<file path="src/hw/rtl/abpm_pkg.sv">
// Shared blend-mode codes, lane control type and divide-by-255 helper.
`default_nettype none

package abpm_pkg;

   localparam int unsigned CHAN_W   = 8;
   localparam int unsigned NUM_CHAN = 4;
   localparam int unsigned PIXEL_W  = CHAN_W * NUM_CHAN;
   localparam int unsigned PROD_W   = 2 * CHAN_W;

   localparam logic [CHAN_W-1:0] CHAN_MAX = 8'hff;

   typedef enum logic [2:0] {
      MODE_NORMAL   = 3'd0,
      MODE_ADD      = 3'd1,
      MODE_SUBTRACT = 3'd2,
      MODE_MULTIPLY = 3'd3,
      MODE_SCREEN   = 3'd4,
      MODE_DARKEN   = 3'd5,
      MODE_LIGHTEN  = 3'd6,
      MODE_PASS     = 3'd7
   } mode_type;

   typedef struct packed {
      logic load_prod;
   } lane_ctl_type;

   // Exact truncating x / 255 for any x up to 255 * 255.
   function automatic logic [CHAN_W-1:0] div255(input logic [PROD_W-1:0] x);
      logic [PROD_W:0] t;
      t = {1'b0, x} + {{PROD_W{1'b0}}, 1'b1} + {{(CHAN_W+1){1'b0}}, x[PROD_W-1:CHAN_W]};
      return t[PROD_W-1:CHAN_W];
   endfunction

endpackage

`default_nettype wire

</file>
<file path="src/hw/rtl/abpm_lane.sv">
// One color channel lane: product stage register and final per-mode selection.
`default_nettype none

module abpm_lane
   import abpm_pkg::*;
(
   input  wire logic              clock,
   input  wire mode_type          mode,
   input  wire lane_ctl_type      ctl,
   input  wire logic [CHAN_W-1:0] src_chan,
   input  wire logic [CHAN_W-1:0] dst_chan,
   input  wire logic [CHAN_W-1:0] src_alpha,
   output logic      [CHAN_W-1:0] chan_result
);

   logic [PROD_W-1:0] prod_in;
   logic [PROD_W-1:0] prod_ff;
   logic [CHAN_W-1:0] src_ff;
   logic [CHAN_W-1:0] dst_ff;
   logic [CHAN_W-1:0] quot;
   logic [CHAN_W:0]   sum;

   // The one product (or weighted sum) the mode needs, sized to 16 bits.
   always_comb begin
      unique case (mode) inside
         MODE_NORMAL: begin
            prod_in = PROD_W'(src_chan) * PROD_W'(src_alpha)
                    + PROD_W'(dst_chan) * PROD_W'(CHAN_MAX - src_alpha);
         end
         MODE_ADD, MODE_SUBTRACT: begin
            prod_in = PROD_W'(src_chan) * PROD_W'(src_alpha);
         end
         MODE_MULTIPLY: begin
            prod_in = PROD_W'(src_chan) * PROD_W'(dst_chan);
         end
         MODE_SCREEN: begin
            prod_in = PROD_W'(CHAN_MAX - src_chan) * PROD_W'(CHAN_MAX - dst_chan);
         end
         default: begin
            prod_in = '0;
         end
      endcase
   end

   always_ff @(posedge clock) begin
      if (ctl.load_prod) begin
         prod_ff <= prod_in;
         src_ff  <= src_chan;
         dst_ff  <= dst_chan;
      end
   end

   assign quot = div255(prod_ff);
   assign sum  = {1'b0, quot} + {1'b0, dst_ff};

   always_comb begin
      unique case (mode)
         MODE_NORMAL:   chan_result = quot;
         MODE_ADD:      chan_result = sum[CHAN_W] ? CHAN_MAX : sum[CHAN_W-1:0];
         MODE_SUBTRACT: chan_result = (quot > dst_ff) ? '0 : dst_ff - quot;
         MODE_MULTIPLY: chan_result = quot;
         MODE_SCREEN:   chan_result = CHAN_MAX - quot;
         MODE_DARKEN:   chan_result = (src_ff < dst_ff) ? src_ff : dst_ff;
         MODE_LIGHTEN:  chan_result = (src_ff > dst_ff) ? src_ff : dst_ff;
         MODE_PASS:     chan_result = src_ff;
         default:       chan_result = src_ff;
      endcase
   end

endmodule

`default_nettype wire

</file>
<file path="src/hw/rtl/argb_pixel_blend_modes_unit.sv">
// Top level of the ARGB8888 blend unit: handshake pipeline, four lanes, output merge.
`default_nettype none

// Blends a packed ARGB8888 source color onto a packed ARGB8888 destination
// pixel, treating alpha, red, green and blue alike, under the blend mode held
// in the mode register (normal, additive with saturation, subtractive clamped
// at zero, multiply, screen, darken, lighten, or source pass-through). Every
// division is by 255 and truncates. One transaction is accepted per clock
// cycle when the result side keeps up. The product stage registers each
// channel's product (a weighted sum in normal mode), formed in one of four
// parallel lanes; the output stage divides by 255, applies the mode's final
// step and registers the merged pixel. The mode register may only be
// written while no transaction is in flight.

module argb_pixel_blend_modes_unit
   import abpm_pkg::*;
(
   input  wire logic         clock,
   input  wire logic         reset,
   // Configuration
   input  wire logic         csr_we,
   input  wire logic [2:0]   csr_wdata,
   // Input channel
   input  wire logic         req_tvalid,
   output logic              req_tready,
   input  wire logic [63:0]  req_tdata,   // [31:0] src_color, [63:32] dst_color
   // Result channel
   output logic              rsp_tvalid,
   input  wire logic         rsp_tready,
   output logic [31:0]       rsp_tdata    // [31:0] out_color
);

   mode_type           mode_ff;
   logic               prod_valid_ff;
   logic               prod_valid_in;
   logic               out_valid_ff;
   logic               out_valid_in;
   logic [PIXEL_W-1:0] out_color_ff;
   logic [PIXEL_W-1:0] merged;
   logic               out_ready;
   logic               prod_ready;
   logic               load_out;
   lane_ctl_type       lane_ctl;

   logic [PIXEL_W-1:0] src_color;
   logic [PIXEL_W-1:0] dst_color;

   assign src_color = req_tdata[PIXEL_W-1:0];
   assign dst_color = req_tdata[2*PIXEL_W-1:PIXEL_W];

   // The mode register. Only the low three bits of a write exist.
   always_ff @(posedge clock) begin
      if (reset) begin
         mode_ff <= MODE_NORMAL;
      end else if (csr_we) begin
         mode_ff <= mode_type'(csr_wdata);
      end
   end

   // Each stage may load when it is empty or when the stage after it is
   // draining in the same cycle, so the pipeline flows at one transaction
   // per cycle and holds its contents under back-pressure.
   assign out_ready          = !out_valid_ff || rsp_tready;
   assign prod_ready         = !prod_valid_ff || out_ready;
   assign req_tready         = prod_ready;
   assign lane_ctl.load_prod = req_tvalid && prod_ready;
   assign load_out           = prod_valid_ff && out_ready;

   always_comb begin
      if (lane_ctl.load_prod) begin
         prod_valid_in = 1'b1;
      end else if (out_ready) begin
         prod_valid_in = 1'b0;
      end else begin
         prod_valid_in = prod_valid_ff;
      end
   end

   always_comb begin
      if (load_out) begin
         out_valid_in = 1'b1;
      end else if (rsp_tready) begin
         out_valid_in = 1'b0;
      end else begin
         out_valid_in = out_valid_ff;
      end
   end

   always_ff @(posedge clock) begin
      if (reset) begin
         prod_valid_ff <= 1'b0;
         out_valid_ff  <= 1'b0;
      end else begin
         prod_valid_ff <= prod_valid_in;
         out_valid_ff  <= out_valid_in;
      end
   end

   // One lane per channel; every lane weights by the source alpha.
   for (genvar lane = 0; lane < NUM_CHAN; lane++) begin : g_lane
      abpm_lane u_lane (
         .clock       (clock),
         .mode        (mode_ff),
         .ctl         (lane_ctl),
         .src_chan    (src_color[lane*CHAN_W +: CHAN_W]),
         .dst_chan    (dst_color[lane*CHAN_W +: CHAN_W]),
         .src_alpha   (src_color[PIXEL_W-1 -: CHAN_W]),
         .chan_result (merged[lane*CHAN_W +: CHAN_W])
      );
   end

   // Merge stage: the four channel results are packed back into one pixel.
   always_ff @(posedge clock) begin
      if (load_out) begin
         out_color_ff <= merged;
      end
   end

   assign rsp_tvalid = out_valid_ff;
   assign rsp_tdata  = out_color_ff;

endmodule

`default_nettype wire
</file>
<file path="config.mk">
export PLATFORM = sky130hd
export DESIGN_NAME = argb_pixel_blend_modes_unit
export DESIGN_NICKNAME = d
export VERILOG_FILES = /design/src/hw/rtl/abpm_pkg.sv /design/src/hw/rtl/abpm_lane.sv /design/src/hw/rtl/argb_pixel_blend_modes_unit.sv
export SDC_FILE = /design/constraint.sdc
export NUM_CORES = 2
export LEC_CHECK = 0
export ABC_AREA = 0
export BUFFER_PORTS_ARGS = -buffer_cell sky130_fd_sc_hd__buf_2
export CORE_MARGIN = 2
export CORE_UTILIZATION = 65
export CTS_CLUSTER_DIAMETER = 40
export DETAILED_ROUTE_END_ITERATION = 6
export PLACE_DENSITY = 0.82
export SLEW_MARGIN = 20
export SYNTH_ARGS = -nofsm -noshare
export SYNTH_HDL_FRONTEND = slang
export SYNTH_SLANG_ARGS = --single-unit
export TNS_END_PERCENT = 1
</file>
<file path="constraint.sdc">
create_clock -name clock -period 9.38 [get_ports clock]
set_input_delay 0.469 -clock clock [delete_from_list [all_inputs] [get_ports clock]]
set_output_delay 0.469 -clock clock [all_outputs]
set_load 0.05 [all_outputs]
</file>
==> flow_summary.yaml <==
clock_network:
  cts-resized-gates: 0
  clkTransAtPathRegs_ns: 0.08
  clk_latency_ns: 0.52
  cts_tree: "built"
  cts_setup_buffers: 0
  htreeDepth: 4
  cts.path.max_buffers: 2
  clock-sinks: 165
  numCtsBuffers: 17
  root_buffer: "clkbuf_16"
  cts_hold_buf: 0
timing:
  finalSetupViolCount: 0
  rsz0062_at_grt: "false"
  max_freq_ghz: 0.123
  fin_crit_sh_pct: 86.4
  worst_slack_ns: 1.27
  drv_slew: 0
  fin_setup_tns_ns: 0
  finalClockSkew_ns: 0.0166
  worstMarginPinSlew_ns: 1.18
  fin_crit_ns: 8.11
  slew_headroom_pct: 20.9
  report.final.hold_viol_count: 0
setup_path:
  r2r-end: "rsp_tdata[0]$_DFFE_PP_"
  start_kind: "input port"
  crit_start: "req_tdata[27]"
  reg2reg_from: "g_lane[0].u_lane.prod_ff[13]$_DFFE_PP_"
  crit_required_ns: 9.62
  r2r_slack_ns: 4.26
  cp.arrival_ns: 8.34
  r2r_cells: 16
  critical_path_peak_fanout: 65
  crit_path_end_kind: "flop"
  setup.worst_path.class: "input port to flop"
place:
  numPortBuffers: 105
  hpwl_mm: 92.1
  dp_slack_ns: 0.903
  place_congestion: 0.921
routing:
  wl_mm: 124
  drt_iter0_drc: 3270
  vias_per_cell: 6.02
  drtPass1Iterations: 7
  vias: 38655
  wl_per_cell_um: 19.3
  drc_errors: 1
  ant_nets: 0
layout:
  fin_util_pct: 68.5
  area_growth_pct: 4.07
  antenna-diode-count: 0
  layout-drive-gt1-share_pct: 6.43
  nNetsFinal: 6916
logic_synthesis:
  post_synth_inst_count: 5501
  synth_area_um2: 48100
  synth.distinct_cells: 98
  synth_top_flop_cell: "edfxtp_1"
  async_flop_share_pct: 0
  syn_avg_cell_area_um2: 8.75
  yosysSeqAreaShare_pct: 10.2
  yosysWarningCount: 0
  synth_edf_count: 160
  synth_seq_cells: 165
die:
  fp.dieW_um: 276
  start_util_pct: 65.9
  fp.coreArea_um2: 73100
  placementRows: 99
  die-area_um2: 76200
  die_y_um: 276
  pin_count: 106
global_routing:
  grt_max_degree: 75
  grt_util_met1_pct: 43.0
  met2_usage_pct: 55.4
  use_met3_pct: 6.60
  grt_busiest_layer: "met2"
  grt_use_total_pct: 33.6
  grt_pass1_vias: 39788
  antenna_found_initial: 1
  grt.overflow.total: 0
  grt_first_pass_wirelength_mm: 206
power_and_ir_drop:
  p_int_mw: 8.25
  p_per_area_nw_per_um2: 344
  clkPwrFrac_pct: 4.6
  p_leak_nw: 25.2
  p_seq_share_pct: 8.7
  finalPower_mw: 17.2
  p_sw_mw: 8.97
  combPwrFrac_pct: 86.7
  vdd_drop_max_mv: 0.500
  swShare_pct: 52.1
flow_run:
  drv_cap: 0
min_path:
  hold_class: "input port to flop"
  min_from: "reset"
  hold_end: "mode_ff[2]$_SDFFE_PP0P_"
  min_path_cells: 2
status:
  outcome: "finished with violations"
  violations: "DRC"
==> power by group through the flow <==
stage	combinational [mW]	clock, mW	sequential, mW
finish	14.9	0.788	1.50
global route	16.9	0.813	1.51
CTS	14.8	0.795	1.49
detailed placement	14.7	0	1.50
global placement	14.2	0	1.49
floorplan	11.7	0	1.51
==> layout by cell type (no fill, tap or decap), drive strengths merged, types with 10 or more instances in the layout <==
| master | Yosys | final |
|---|---|---|
| a2111oi | 19 | 19 |
| a211oi | 23 | 23 |
| a21boi | 10 | 10 |
| a21o | 78 | 78 |
| a21oi | 196 | 196 |
| a221o | 15 | 15 |
| a221oi | 11 | 11 |
| a22oi | 41 | 41 |
| a31oi | 25 | 25 |
| and2 | 297 | 297 |
| and3 | 15 | 15 |
| buf | 17 | 160 |
| clkbuf | 217 | 17 |
| edfxtp | 160 | 160 |
| fa | 623 | 623 |
| ha | 772 | 772 |
| inv | 1043 | 1049 |
| mux2i | 43 | 43 |
| nand2 | 355 | 355 |
| nand2b | 91 | 91 |
| nand3 | 49 | 49 |
| nand4 | 13 | 13 |
| nor2 | 348 | 348 |
| nor2b | 170 | 170 |
| nor3 | 79 | 79 |
| o2111ai | 11 | 11 |
| o211ai | 21 | 21 |
| o21a | 33 | 33 |
| o21ai | 87 | 87 |
| o21bai | 34 | 34 |
| o221ai | 21 | 21 |
| o22ai | 19 | 19 |
| o31ai | 25 | 25 |
| or2 | 113 | 113 |
| or3 | 30 | 30 |
| xnor2 | 174 | 174 |
| xor2 | 76 | 76 |
==> routing by layer <==
| metal | part of all wire, % | up-vias |
|---|---|---|
| li1 | - | 17686 |
| met1 | 40 | 18917 |
| met2 | 47 | 1709 |
| met3 | 9.3 | 341 |
| met4 | 4.6 | 2 |
| met5 | 0.010 | - |
==> kinds of logic after synthesis <==
| kind of cell | synth area share [%] |
|---|---|
| compound gates | 11.6 |
| xor+xnor | 4.61 |
| fa+ha+maj | 46.0 |
| buf+inv | 9.99 |
| flops | 10.2 |
| mux | 1.08 |
| other cells | 0.00779 |
| simple gates | 16.5 |
==> worst max path at each step <==
stage                                              to  slack, ns  cells after the start
3_5_place_dp   g_lane[3].u_lane.prod_ff[15]$_DFFE_PP_       0.90                     25
4_1_cts        g_lane[3].u_lane.prod_ff[15]$_DFFE_PP_       1.43                     25
6_report       g_lane[3].u_lane.prod_ff[15]$_DFFE_PP_       1.27                     27
2_1_floorplan  g_lane[2].u_lane.prod_ff[15]$_DFFE_PP_       1.52                     28
5_1_grt        g_lane[3].u_lane.prod_ff[15]$_DFFE_PP_       0.96                     27
3_3_place_gp   g_lane[3].u_lane.prod_ff[15]$_DFFE_PP_       1.07                     27
==> registers in the layout (all words and copies together) (netlist names) <==
register	count
rsp_tvalid	1
mode_ff	3
rsp_tdata	32
prod_valid_ff	1
g_lane.u_lane.src_ff	32
g_lane.u_lane.prod_ff	64
g_lane.u_lane.dst_ff	32
==> critical path, stage by stage <==
cell       delay [ns]
buf_2            0.10
buf_12           0.31
clkinv_1         0.56
ha_1             0.41
or2_2            0.31
fa_1             0.51
fa_1             0.57
fa_1             0.42
ha_1             0.33
o211ai_1         0.18
nand2_1          0.16
fa_1             0.52
fa_1             0.51
inv_1            0.06
fa_1             0.53
inv_1            0.05
fa_1             0.47
inv_1            0.04
ha_1             0.33
o21ai_0          0.13
o21ai_0          0.29
nand2_1          0.09
o21ai_0          0.33
o41ai_1          0.12
xnor2_1          0.24
xnor2_1          0.15
o2111ai_1        0.11
==> per-stage QoR <==
step | std cells | hold slack [ns] | instance area (µm²)
floorplan | 5504 | 0.478 | 48100
global placement | 6388 | 0.502 | 49400
detailed placement | 6388 | 0.531 | 49400
CTS | 6420 | 0.150 | 50100
global route | 6421 | 0.177 | 50100
finish | 6421 | 0.170 | 50100
==> final cells by class <==
class                           instances  area, µm²
Clock inverter                         15        190
Fill cell                            5788      23000
Clock buffer                           17        425
Inverter                             1046       3930
Timing Repair Buffer                  160        973
Multi-Input combinational cell       4059      38500
Sequential cell                       165       4910
Tap cell                              959       1200
==> Yosys cell counts, types with 41 or more instances <==
| cell | n | share of area (%) |
|---|---|---|
| fa_1 | 623 | 26 |
| and2_1 | 296 | 3.8 |
| or2_2 | 110 | 1.4 |
| nor2_1 | 348 | 2.7 |
| ha_1 | 772 | 20 |
| edfxtp_1 | 160 | 10 |
| a22oi_1 | 41 | 0.64 |
| nand2b_1 | 91 | 1.2 |
| nor2b_1 | 170 | 2.2 |
| a21o_1 | 78 | 1.2 |
| xnor2_1 | 173 | 3.1 |
| nand3_1 | 49 | 0.51 |
| o21ai_0 | 80 | 0.83 |
| a21oi_1 | 195 | 2.0 |
| xor2_1 | 76 | 1.4 |
| clkbuf_1 | 217 | 1.7 |
| inv_1 | 1040 | 8.1 |
| mux2i_1 | 43 | 0.89 |
| nor3_1 | 78 | 0.81 |
| nand2_1 | 354 | 2.8 |
Note: power is estimated with default switching activity, not from simulation.
